File: config.mk
export PLATFORM = sky130hd
export DESIGN_NAME = json_string_escaper_flat
export DESIGN_NICKNAME = d
export VERILOG_FILES = /design/src/jse_pkg.sv /design/src/jse_in_if.sv /design/src/jse_out_if.sv /design/src/json_string_escaper.sv /design/src/flat_wrapper.sv
export VERILOG_INCLUDE_DIRS = /design/src /design/src/src
export SDC_FILE = /design/constraint.sdc
export NUM_CORES = 1
export LEC_CHECK = 0
export BUFFER_PORTS_ARGS = -buffer_cell sky130_fd_sc_hd__buf_2
export CAP_MARGIN = 20
export CORE_ASPECT_RATIO = 1.75
export CORE_MARGIN = 2
export CORE_UTILIZATION = 48
export CTS_CLUSTER_SIZE = 28
export DETAILED_ROUTE_END_ITERATION = 16
export PLACE_DENSITY_LB_ADDON = 0.05
export SETUP_SLACK_MARGIN = 0.4
export SLEW_MARGIN = 20
export SYNTH_ARGS = -nofsm -noshare
export SYNTH_HDL_FRONTEND = slang
export SYNTH_SLANG_ARGS = --single-unit
export TNS_END_PERCENT = 20
File: constraint.sdc
create_clock -name i_clk -period 3.6 [get_ports i_clk]
set_input_delay 0.18 -clock i_clk [delete_from_list [all_inputs] [get_ports i_clk]]
set_output_delay 0.18 -clock i_clk [all_outputs]
set_load 0.02 [all_outputs]
File: src/assert_macros.svh
// Assertion macros shared by the RTL of the escaper.
`ifndef ASSERT_MACROS_SVH
`define ASSERT_MACROS_SVH

// Check that a condition implies another in the same cycle.
`define ASSERT_SAME(lbl, pre, post) \
    lbl: assert property (@(posedge i_clk) disable iff (!i_rst_n) (pre) |-> (post)) \
        else $error("same-cycle check failed");

// Check that a condition implies another in the next cycle.
`define ASSERT_NEXT(lbl, pre, post) \
    lbl: assert property (@(posedge i_clk) disable iff (!i_rst_n) (pre) |=> (post)) \
        else $error("next-cycle check failed");

`endif

File: src/jse_pkg.sv
package jse_pkg;

    // One input request and one result byte.
    typedef struct packed {
        logic [7:0] data_byte;
        logic       first_byte;
        logic       last_byte;
        logic       empty_string;
    } t_in_item;

    typedef struct packed {
        logic [7:0] out_byte;
        logic       run_end;
        logic       string_end;
    } t_out_item;

    // Eight result bytes, entry 0 goes out first.
    typedef logic [7:0][7:0] t_run8;
    typedef logic [5:0][7:0] t_esc_run;

    localparam int unsigned MaxResults = 8;

    // Characters.
    localparam logic [7:0] C_QUOTE   = 8'h22;
    localparam logic [7:0] C_BSLASH  = 8'h5C;
    localparam logic [7:0] C_LOWER_U = 8'h75;
    localparam logic [7:0] C_LOWER_N = 8'h6E;
    localparam logic [7:0] C_LOWER_T = 8'h74;
    localparam logic [7:0] C_BS      = 8'h08;
    localparam logic [7:0] C_TAB     = 8'h09;
    localparam logic [7:0] C_NL      = 8'h0A;
    localparam logic [7:0] C_FF      = 8'h0C;
    localparam logic [7:0] C_CR      = 8'h0D;
    localparam logic [7:0] C_SPACE   = 8'h20;

    // UTF-8 masks and tags.
    localparam logic [7:0] C_HIGH_BIT  = 8'b1000_0000;
    localparam logic [7:0] C_MASK_CONT = 8'b1100_0000;
    localparam logic [7:0] C_TAG_CONT  = 8'b1000_0000;
    localparam logic [7:0] C_MASK_LEAD2 = 8'b1110_0000;
    localparam logic [7:0] C_TAG_LEAD2  = 8'b1100_0000;
    localparam logic [7:0] C_MASK_LEAD3 = 8'b1111_0000;
    localparam logic [7:0] C_TAG_LEAD3  = 8'b1110_0000;

    // Replacement escape, backslash first.
    localparam t_esc_run C_REPLACEMENT = {8'h44, 8'h46, 8'h46, 8'h46, C_LOWER_U, C_BSLASH};

    // Lower-case hex character for one nibble.
    function automatic logic [7:0] hex_digit(logic [3:0] n);
        logic [7:0] wide;
        wide = {4'h0, n};
        if (n < 4'd10) begin
            return 8'h30 + wide;
        end
        return 8'h57 + wide;
    endfunction

    // Backslash-u escape of a 16-bit code point.
    function automatic t_esc_run u_escape(logic [15:0] cp);
        t_esc_run r;
        r[0] = C_BSLASH;
        r[1] = C_LOWER_U;
        r[2] = hex_digit(cp[15:12]);
        r[3] = hex_digit(cp[11:8]);
        r[4] = hex_digit(cp[7:4]);
        r[5] = hex_digit(cp[3:0]);
        return r;
    endfunction

endpackage

File: src/jse_in_if.sv
interface jse_in_if;
    import jse_pkg::*;

    logic     valid;
    logic     ready;
    t_in_item data;

    modport source (output valid, output data, input ready);
    modport sink (input valid, input data, output ready);
endinterface

File: src/jse_out_if.sv
interface jse_out_if;
    import jse_pkg::*;

    logic      valid;
    logic      ready;
    t_out_item data;

    modport source (output valid, output data, input ready);
    modport sink (input valid, input data, output ready);
endinterface

File: src/json_string_escaper.sv
// Channel   Dir  Payload                                         Handshake
// i_in      in   data_byte, first_byte, last_byte, empty_string  valid/ready
// o_out     out  out_byte, run_end, string_end                   valid/ready
//
// A request is escaped in the cycle it is accepted into a run buffer of up to
// eight bytes; the buffer feeds an output register one byte per cycle while
// o_out is not stalled. A new request is taken in the cycle the last byte of
// the run moves out, so single-byte runs flow at one request per cycle.
// Reset (i_rst_n low, synchronous) empties buffer and output register and
// clears the decoder state. A stall on o_out holds the output register; the
// buffer then fills and i_in drops ready until the run can drain.
module json_string_escaper (
    input  logic      i_clk,
    input  logic      i_rst_n,
    jse_in_if.sink    i_in,
    jse_out_if.source o_out
);
    import jse_pkg::*;

    // Decoder state
    logic [15:0] r_acc, n_acc;
    logic [1:0]  r_cl, n_cl;
    logic        r_ab, n_ab;

    // Run buffer and output register
    t_run8       r_list;
    logic [3:0]  r_left;
    logic [2:0]  r_pos;
    logic        r_close;
    logic        r_ov;
    t_out_item   r_out;

    // Escape results for the incoming request
    t_run8       w_mid;
    logic [2:0]  w_mid_len;
    logic        w_open;
    logic        w_close;
    t_run8       w_list;
    logic [3:0]  w_total;
    logic        w_move;
    logic        w_accept;
    logic [7:0]  w_b;
    logic [15:0] w_acc0;
    logic [1:0]  w_cl0;
    logic        w_ab0;
    logic [15:0] w_acc_sh;
    logic [3:0]  w_j;

    // Handshake
    assign w_move   = (r_left != 4'd0) && (!r_ov || o_out.ready);
    assign i_in.ready = (r_left == 4'd0) || ((r_left == 4'd1) && w_move);
    assign w_accept = i_in.valid && i_in.ready;

    assign o_out.valid = r_ov;
    assign o_out.data  = r_out;

    // Escape one request and work out the next decoder state
    always_comb begin
        w_b      = i_in.data.data_byte;
        w_acc0   = i_in.data.first_byte ? 16'h0 : r_acc;
        w_cl0    = i_in.data.first_byte ? 2'd0 : r_cl;
        w_ab0    = i_in.data.first_byte ? 1'b0 : r_ab;
        w_acc_sh = {w_acc0[9:0], w_b[5:0]};
        w_mid     = '0;
        w_mid_len = 3'd0;
        n_acc     = w_acc0;
        n_cl      = w_cl0;
        n_ab      = w_ab0;
        w_open    = i_in.data.first_byte;
        w_close   = 1'b0;

        if (w_ab0) begin
            // drop everything after an error
        end else if (w_cl0 != 2'd0) begin
            if ((w_b & C_MASK_CONT) != C_TAG_CONT) begin
                w_mid     = {16'h0, C_REPLACEMENT};
                w_mid_len = 3'd6;
                n_ab      = 1'b1;
                n_cl      = 2'd0;
            end else begin
                n_acc = w_acc_sh;
                n_cl  = w_cl0 - 2'd1;
                if (w_cl0 == 2'd1) begin
                    w_mid     = {16'h0, u_escape(w_acc_sh)};
                    w_mid_len = 3'd6;
                end
            end
        end else if (w_b == C_BS || w_b == C_FF || w_b == C_CR) begin
            // drop
        end else if (w_b == C_NL) begin
            w_mid[0]  = C_BSLASH;
            w_mid[1]  = C_LOWER_N;
            w_mid_len = 3'd2;
        end else if (w_b == C_TAB) begin
            w_mid[0]  = C_BSLASH;
            w_mid[1]  = C_LOWER_T;
            w_mid_len = 3'd2;
        end else if (((w_b & C_HIGH_BIT) != 8'h0) || (w_b < C_SPACE)) begin
            if ((w_b & C_MASK_LEAD2) == C_TAG_LEAD2) begin
                n_acc = {11'h0, w_b[4:0]};
                n_cl  = 2'd1;
            end else if ((w_b & C_MASK_LEAD3) == C_TAG_LEAD3) begin
                n_acc = {12'h0, w_b[3:0]};
                n_cl  = 2'd2;
            end else begin
                w_mid     = {16'h0, C_REPLACEMENT};
                w_mid_len = 3'd6;
                n_ab      = 1'b1;
            end
        end else if (w_b == C_QUOTE || w_b == C_BSLASH) begin
            w_mid[0]  = C_BSLASH;
            w_mid[1]  = w_b;
            w_mid_len = 3'd2;
        end else begin
            w_mid[0]  = w_b;
            w_mid_len = 3'd1;
        end

        // Close the string; an open sequence gets the replacement first
        if (i_in.data.last_byte) begin
            if (!n_ab && (n_cl != 2'd0)) begin
                w_mid     = {16'h0, C_REPLACEMENT};
                w_mid_len = 3'd6;
            end
            w_close = 1'b1;
            n_acc   = 16'h0;
            n_cl    = 2'd0;
            n_ab    = 1'b0;
        end

        // Empty string: two quotes only
        if (i_in.data.empty_string) begin
            w_open    = 1'b1;
            w_close   = 1'b1;
            w_mid_len = 3'd0;
            n_acc     = 16'h0;
            n_cl      = 2'd0;
            n_ab      = 1'b0;
        end
    end

    // Pack opening quote, middle bytes and closing quote into the run
    always_comb begin
        w_j     = 4'd0;
        w_total = {3'b0, w_open} + {1'b0, w_mid_len} + {3'b0, w_close};
        for (int i = 0; i < MaxResults; i++) begin
            w_j = 4'(i) - {3'b0, w_open};
            if ((i == 0) && w_open) begin
                w_list[i] = C_QUOTE;
            end else if (w_j < {1'b0, w_mid_len}) begin
                w_list[i] = w_mid[w_j[2:0]];
            end else begin
                w_list[i] = C_QUOTE;
            end
        end
    end

    // Decoder state and run bookkeeping
    always_ff @(posedge i_clk) begin
        if (!i_rst_n) begin
            r_acc  <= 16'h0;
            r_cl   <= 2'd0;
            r_ab   <= 1'b0;
            r_left <= 4'd0;
            r_pos  <= 3'd0;
            r_ov   <= 1'b0;
        end else begin
            if (w_accept) begin
                r_acc  <= n_acc;
                r_cl   <= n_cl;
                r_ab   <= n_ab;
                r_left <= w_total;
                r_pos  <= 3'd0;
            end else if (w_move) begin
                r_left <= r_left - 4'd1;
                r_pos  <= r_pos + 3'd1;
            end
            if (w_move) begin
                r_ov <= 1'b1;
            end else if (o_out.ready) begin
                r_ov <= 1'b0;
            end
        end
    end

    // Payload: load the run and advance the output register
    always_ff @(posedge i_clk) begin
        if (w_accept) begin
            r_list  <= w_list;
            r_close <= w_close;
        end
        if (w_move) begin
            r_out.out_byte   <= r_list[r_pos];
            r_out.run_end    <= (r_left == 4'd1);
            r_out.string_end <= r_close && (r_left == 4'd1);
        end
    end

`include "assert_macros.svh"

    `ASSERT_SAME(a_string_end_is_run_end, r_ov && r_out.string_end, r_out.run_end)
    `ASSERT_NEXT(a_drain_counts_down, w_move && !w_accept, r_left == $past(r_left) - 4'd1)
    `ASSERT_NEXT(a_close_clears_state,
        w_accept && (i_in.data.last_byte || i_in.data.empty_string),
        (r_acc == 16'h0) && (r_cl == 2'd0) && !r_ab)
    `ASSERT_SAME(a_run_fits, r_left != 4'd0, ({1'b0, r_pos} + r_left) <= 4'd8)

endmodule
File: src/flat_wrapper.sv
// flat-port wrapper written by rule: the top's interface ports become plain ports
module json_string_escaper_flat import jse_pkg::*;
  (i_clk, i_rst_n, i_in_valid, i_in_data, i_in_ready, o_out_valid, o_out_data, o_out_ready);
  jse_in_if i_in_i ();
  jse_out_if o_out_i ();
  input  logic i_clk;
  input  logic i_rst_n;
  input wire logic [$bits(i_in_i.valid)-1:0] i_in_valid;
  input wire logic [$bits(i_in_i.data)-1:0] i_in_data;
  output wire logic [$bits(i_in_i.ready)-1:0] i_in_ready;
  output wire logic [$bits(o_out_i.valid)-1:0] o_out_valid;
  output wire logic [$bits(o_out_i.data)-1:0] o_out_data;
  input wire logic [$bits(o_out_i.ready)-1:0] o_out_ready;
  assign i_in_i.valid = i_in_valid;
  assign i_in_i.data = i_in_data;
  assign i_in_ready = i_in_i.ready;
  assign o_out_valid = o_out_i.valid;
  assign o_out_data = o_out_i.data;
  assign o_out_i.ready = o_out_ready;
  json_string_escaper u_core (.i_clk(i_clk), .i_rst_n(i_rst_n), .i_in(i_in_i), .o_out(o_out_i));
endmodule
### Yosys cells after proc, flatten, opt, wreduce, memory -nomap -nowiden

Cells that the tools add are included.

| cells by class | value |
|---|---|
| equality and inequality tests | 12 |
| reductions and logical operators | 21 |
| bitwise operators | 2 |
| $add $sub $neg | 21 |
| mux-type cells | 120 |
| magnitude comparators | 22 |

Operators with widths:

| operator | number |
|---|---|
| $mux W64 | 7 |
| $mux W16 | 15 |
| $bmux W8 S3 | 9 |
| $mux W48 | 4 |
| $mux W8 | 19 |
| $mux W47 | 1 |
| $eq A8 B4 Y1 const B | 5 |
| $mux W3 | 13 |
| $mux W1 | 37 |
| $lt A3 B4 Y1 const B | 9 |
| $add A7 B4 Y8 const A | 4 |
| $lt A4 B3 Y1 | 8 |
| $add A6 B4 Y7 const A | 4 |
| $mux W2 | 13 |
| $lt A4 B4 Y1 const B | 4 |
| $sub A3 B1 Y4 const A | 4 |
| $eq A8 B6 Y1 const B | 1 |
| $eq A8 B7 Y1 const B | 1 |
| $lt A8 B6 Y1 const B | 1 |
| $mux W4 | 2 |
| $reduce_bool A2 Y1 | 4 |
| $logic_or A1 B1 Y1 | 6 |
| $sub A2 B1 Y3 const A | 2 |
| $logic_and A1 B1 Y1 | 5 |
| other kinds (16) | 20 |

| word-level totals | value |
|---|---|
| logic and storage cells | 216 |
| register bits after elaboration | 102 |
| input bits | 15 |
| output and inout port bits | 12 |

### Logic depth before layout (Yosys ltp)

| logic depth | value |
|---|---|
| word-level depth | 17 |
| mapped depth | 17 |
| gate-level depth less buffers | 14 |

### Worst setup path after synthesis

OpenSTA, ideal clock, no wires.

| timing | value |
|---|---|
| kind | input to register |
| start | input port i_in_data[2] |
| end | register u_core.r_list[51] in the netlist's numbering (data pin) |
| path buffers | 3 |
| data required time | 3.450 ns |
| stages | 17 |
| setup time | 0.150 ns |
| arrival time | 3.255 ns |
| slack | 0.195 ns |
| path through | buf_4 and2b_2 inv_2 ha_1 or3b_4 nor2_8 o2bb2ai_4 o221ai_2 buf_2 a21oi_1 inv_1 ha_1 nor2_1 or2_2 clkbuf_1 or3_1 nor3_2 |

| between the ends | value |
|---|---|
| cells in the longest elaborated chain, start to end | 16 |
| elaborated cells on any way between the ends | 68 |

Ends and longest elaborated chain:

| item | RTL line | RTL |
|---|---|---|
| from (decl) | flat_wrapper.sv:9 | `input wire logic [$bits(i_in_i.data)-1:0] i_in_data;` |
| $mux W16 | json_string_escaper.sv:60 | `w_acc0 = i_in.data.first_byte ? 16'h0 : r_acc;` |
| $lt A4 B4 Y1 | jse_pkg.sv:52 | `if (n < 4'd10) begin` |
| $mux W1 | jse_pkg.sv:52 |  |
| $mux W1 | json_string_escaper.sv:83 | `if (w_cl0 == 2'd1) begin` |
| $mux W1 | json_string_escaper.sv:75 | `if ((w_b & C_MASK_CONT) != C_TAG_CONT) begin` |
| $mux W1 | json_string_escaper.sv:74 | `end else if (w_cl0 != 2'd0) begin` |
| $mux W1 | json_string_escaper.sv:72 | `if (w_ab0) begin` |
| $mux W8 | jse_pkg.sv:55 | `return 8'h57 + wide;` |
| $mux W48 | json_string_escaper.sv:83 |  |
| $mux W64 | json_string_escaper.sv:75 |  |
| $mux W64 | json_string_escaper.sv:74 |  |
| $mux W64 | json_string_escaper.sv:72 |  |
| $mux W64 | json_string_escaper.sv:121 | `if (!n_ab && (n_cl != 2'd0)) begin` |
| $mux W64 | json_string_escaper.sv:120 | `if (i_in.data.last_byte) begin` |
| $bmux W8 S3 | json_string_escaper.sv:151 | `w_list[i] = w_mid[w_j[2:0]];` |
| $mux W8 (implied by the code) | json_string_escaper.sv:151 |  |
| to (signal assigned) | json_string_escaper.sv:189 | `r_list <= w_list;` |
| to (decl) | json_string_escaper.sv:26 | `t_run8 r_list;` |

Several ways; a longest one is shown, not always the timed one. The select of a mux whose other input is x is not followed.
A chain may end at the register's enable or synchronous reset.

### Worst setup path after layout

| timing | value |
|---|---|
| start | register u_core.r_cl[0] |
| end | register u_core.r_list[13] in the netlist's numbering (data pin) |

| between the ends | value |
|---|---|
| cells in the longest elaborated chain, start to end | 15 |
| elaborated cells on any way between the ends | 34 |

Ends and longest elaborated chain:

| item | RTL line | RTL |
|---|---|---|
| from (decl) | json_string_escaper.sv:22 | `logic [1:0] r_cl, n_cl;` |
| from (signal assigned) | json_string_escaper.sv:170 | `r_cl <= n_cl;` |
| $mux W2 (*) | json_string_escaper.sv:61 | `w_cl0 = i_in.data.first_byte ? 2'd0 : r_cl;` |
| $mux W2 | json_string_escaper.sv:102 | `end else if ((w_b & C_MASK_LEAD3) == C_TAG_LEAD3) begin` |
| $mux W2 | json_string_escaper.sv:99 | `if ((w_b & C_MASK_LEAD2) == C_TAG_LEAD2) begin` |
| $mux W2 | json_string_escaper.sv:98 | `end else if (((w_b & C_HIGH_BIT) != 8'h0) \|\| (w_b < C_SPACE)) begin` |
| $mux W2 | json_string_escaper.sv:94 | `end else if (w_b == C_TAB) begin` |
| $mux W2 | json_string_escaper.sv:90 | `end else if (w_b == C_NL) begin` |
| $mux W2 | json_string_escaper.sv:88 | `end else if (w_b == C_BS \|\| w_b == C_FF \|\| w_b == C_CR) begin` |
| $mux W2 | json_string_escaper.sv:74 |  |
| $mux W2 | json_string_escaper.sv:72 |  |
| $reduce_bool A2 Y1 | json_string_escaper.sv:121 |  |
| $logic_and A1 B1 Y1 | json_string_escaper.sv:121 |  |
| $mux W3 or $mux W64 (tied branches) | json_string_escaper.sv:121 |  |
| $mux W3 or $mux W64 (tied branches) | json_string_escaper.sv:120 |  |
| $mux W3 or $bmux W8 S3 (tied branches) | json_string_escaper.sv:132, json_string_escaper.sv:151 |  |
| $lt A4 B3 Y1 or $mux W8 (tied branches) | json_string_escaper.sv:150, json_string_escaper.sv:151 |  |

Every way passes the cells marked *; elsewhere a longest branch is shown, timed or not. The select of a mux whose other input is x is not followed.

==> results.sh <==
export IMPL_rows=52
export IMPL_fin_hold_ws_ns=0.132
export IMPL_fmax_ghz=0.322
export IMPL_dr_pass1_iters=5
export IMPL_crit_type="flip-flop to flip-flop"
export IMPL_cts_tree="done"
export IMPL_synth_ff_type="edfxtp_1"
export IMPL_yosys_area_top_type_share_pct=34.0
export IMPL_hold_path_class="input port to flip-flop"
export IMPL_placed_area_sq_um=6040
export IMPL_maxSlewViolCount=0
export IMPL_swShare_pct=35.4
export IMPL_worst_setup_path_end_kind="flip-flop"
export IMPL_clock_path_buffers=2
export IMPL_synth_most_common_cell="edfxtp_1"
export IMPL_grt_pass1_wl_um=25400
export IMPL_synth_enable_flop_cells=65
export IMPL_yosysSeqAreaShare_pct=41.3
export IMPL_synthTopCellsByArea="edfxtp_1 (34%), dfxtp_1 (7.3%), ha_1 (4.8%), a21oi_1 (3.8%), mux4_2 (3.5%)"
export IMPL_yosysWarnings=0
export IMPL_ant_nets=0
export IMPL_die_h_um=149
export IMPL_crit_fanout=8
export IMPL_numCtsBuffers=9
export IMPL_period_needed_ns=3.10
export IMPL_switching_power_mw=1.28
export IMPL_period_share_pct=86.1
export IMPL_finalWeightedCongestion=0.942
export IMPL_synthArstFlopShare_pct=0
export IMPL_clock_sinks=86
export IMPL_p_leak_nw=2.38
export IMPL_ys_ff_latch=86
export IMPL_rsz0062_at_grt="true"
export IMPL_r2r_start="u_core.r_cl[0]"
export IMPL_coreArea_sq_um=11600
export IMPL_crit_required_ns=3.67
export IMPL_die_area_sq_um=12900
export IMPL_pre_cts_slack_ns=0.177
export IMPL_p_clk_share_pct=25.0
export IMPL_grt_pass1_vias=4585
export IMPL_area_growth_pct=13.3
export IMPL_final_area_sq_um=6510
export IMPL_drt_iter0_drc=363
export IMPL_hp_start="i_rst_n"
export IMPL_arrival_ns=3.17
export IMPL_vias_per_cell=6.29
export IMPL_final_nets=651
export IMPL_clk_pin_slew_worst_paths_ns=0.07
export IMPL_clkLatencyLatePin_ns=0.34
export IMPL_fillers=1039
export IMPL_tightest_slew_ns=0.958
export IMPL_grt_max_degree=56
export IMPL_setup_tns_ns=0
export IMPL_cts_htree_levels=3
export IMPL_drcViolationCount=0
export IMPL_pwr_share_seq_pct=42.7
export IMPL_track_usage_pct=26.1
export IMPL_postSynthAreaPerCell_sq_um=9.97
export IMPL_maxSlewHeadroom_pct=35.8
export IMPL_synth_area_sq_um=5740
export IMPL_max_cap_violations=0
export IMPL_register_area_sq_um=2370
export IMPL_cts_root_buf="clkbuf_16"
export IMPL_power_frac_comb_pct=32.3
export IMPL_finalWirelength_um=16500
export IMPL_drt_wirelength_per_cell_um=21.9
export IMPL_antenna_cells=0
export IMPL_die_w_um=86.7
export IMPL_status="complete, no violations"
export IMPL_cts_hold_buf=0
export IMPL_final_setup_worst_slack_ns=0.499
export IMPL_finalClockSkew_ns=0.0108
export IMPL_hold_violations=0
export IMPL_port_buffers=26
export IMPL_ioPinCount=27
export IMPL_multiInputGateArea_sq_um=3200
export IMPL_drive_above_1_share_pct=23.3
export IMPL_vdd_ir_drop_max_v=0.000318
export IMPL_p_per_area_nw_per_um2=556
export IMPL_hpwl_um=12500
export IMPL_yosys_area_top_type="edfxtp_1"
export IMPL_synth_cell_types=95
export IMPL_vias=4735
export IMPL_setup_violations=0
export IMPL_crit_path_start_kind="flip-flop"
export IMPL_antenna_found_initial=0
export IMPL_syn_instance_count=576
export IMPL_gr_total_overflow=0
export IMPL_synth_commonest_cells="edfxtp_1 (65), nor2_1 (54), nand2_1 (45)"
export IMPL_power_internal_mw=2.34
export IMPL_start_util_pct=49.3
export IMPL_crit_start="u_core.r_cl[0]"
==> what timing repair did <==
item	in CTS	in global routing
gates cloned	0	0
endpoints found under the hold margin	0	0
resized for setup	6	15
pin swaps	3	9
setup buffers	4	8
setup endpoints to repair	15	17
==> worst max-delay path, cell delays in order, from the launching register on <==
cell,delay [ns]
dfxtp_2,0.32
and2b_2,0.20
inv_2,0.08
ha_4,0.17
clkbuf_2,0.20
nor2_4,0.06
a21oi_2,0.19
o211ai_4,0.12
o221ai_4,0.28
and3_4,0.26
ha_1,0.23
inv_1,0.17
a2111oi_1,0.43
nor4_1,0.11
==> state kept, by name (all words and copies together), names as in the netlist <==
name                cells
u_core.o_out.data      10
u_core.r_acc           10
u_core.r_cl             2
u_core.r_left           4
u_core.r_pos            3
u_core.r_list          54
u_core.o_out.valid      1
u_core.r_close          1
u_core.r_ab             1
==> final cells by class <==
type | count | share of cell area [%]
clock buffer | 9 | 3.46
clock inverter | 7 | 0.981
inverter | 22 | 1.27
multi-input combinational | 433 | 49.2
sequential | 86 | 36.5
tap | 135 | 2.60
timing repair buffer | 61 | 6.00
==> worst paths after layout <==
path | end | slack [ns] | depth (start not counted)
max reg2reg | u_core.r_list[13] | 0.50 | 13
max | u_core.r_list[13] | 0.50 | 13
min reg2reg | u_core.r_cl[0] | 0.47 | 1
min | u_core.r_left[2] | 0.13 | 3
==> layer usage <==
metal	track usage (%)	wire length, um
met5	0	0
met4	15.7	1100
met3	3.39	548
met2	45.5	8480
met1	29.7	6350
==> layout by cell type, fill, tap and decap left out, types with 11 or more instances in the layout <==
master	count
a21oi_1	43
buf_2	26
buf_4	34
dfxtp_1	20
edfxtp_1	65
ha_1	21
inv_1	18
mux2i_1	11
nand2_1	43
nand3_1	11
nor2_1	52
nor3_1	17
o211ai_1	13
o21ai_0	37
==> per-stage QoR <==
step | utilization (%) | power [mW] | cells
floorplan | - | 2.37 | 579
global placement | 51.9 | 2.70 | 725
detailed placement | 51.9 | 2.72 | 725
CTS | 54.9 | 3.63 | 745
global route | 55.9 | 3.83 | 753
finish | 55.9 | 3.62 | 753
==> kinds of logic (layout without fill, tap and decap cells) <==
kind of cell | Yosys count | count (layout) | synth area share [%]
AND/OR/NAND/NOR | 193 | 193 | 17.9
AO/OA/AOI/OAI | 183 | 183 | 23.3
flip-flops | 86 | 86 | 41.3
buffers and inverters | 60 | 99 | 5.23
adder cells (fa/ha/maj) | 23 | 23 | 5.14
multiplexers | 22 | 22 | 5.84
XOR/XNOR | 8 | 8 | 1.22
other | 1 | 4 | 0.0653
==> power groups by stage <==
stage	registers [mW]	clock network [mW]	logic, mW
finish	1.55	0.906	1.17
global route	1.58	0.964	1.29
CTS	1.55	0.921	1.16
detailed placement	1.57	0	1.15
global placement	1.56	0	1.14
floorplan	1.60	0	0.768
(Power assumes the default switching activity.)
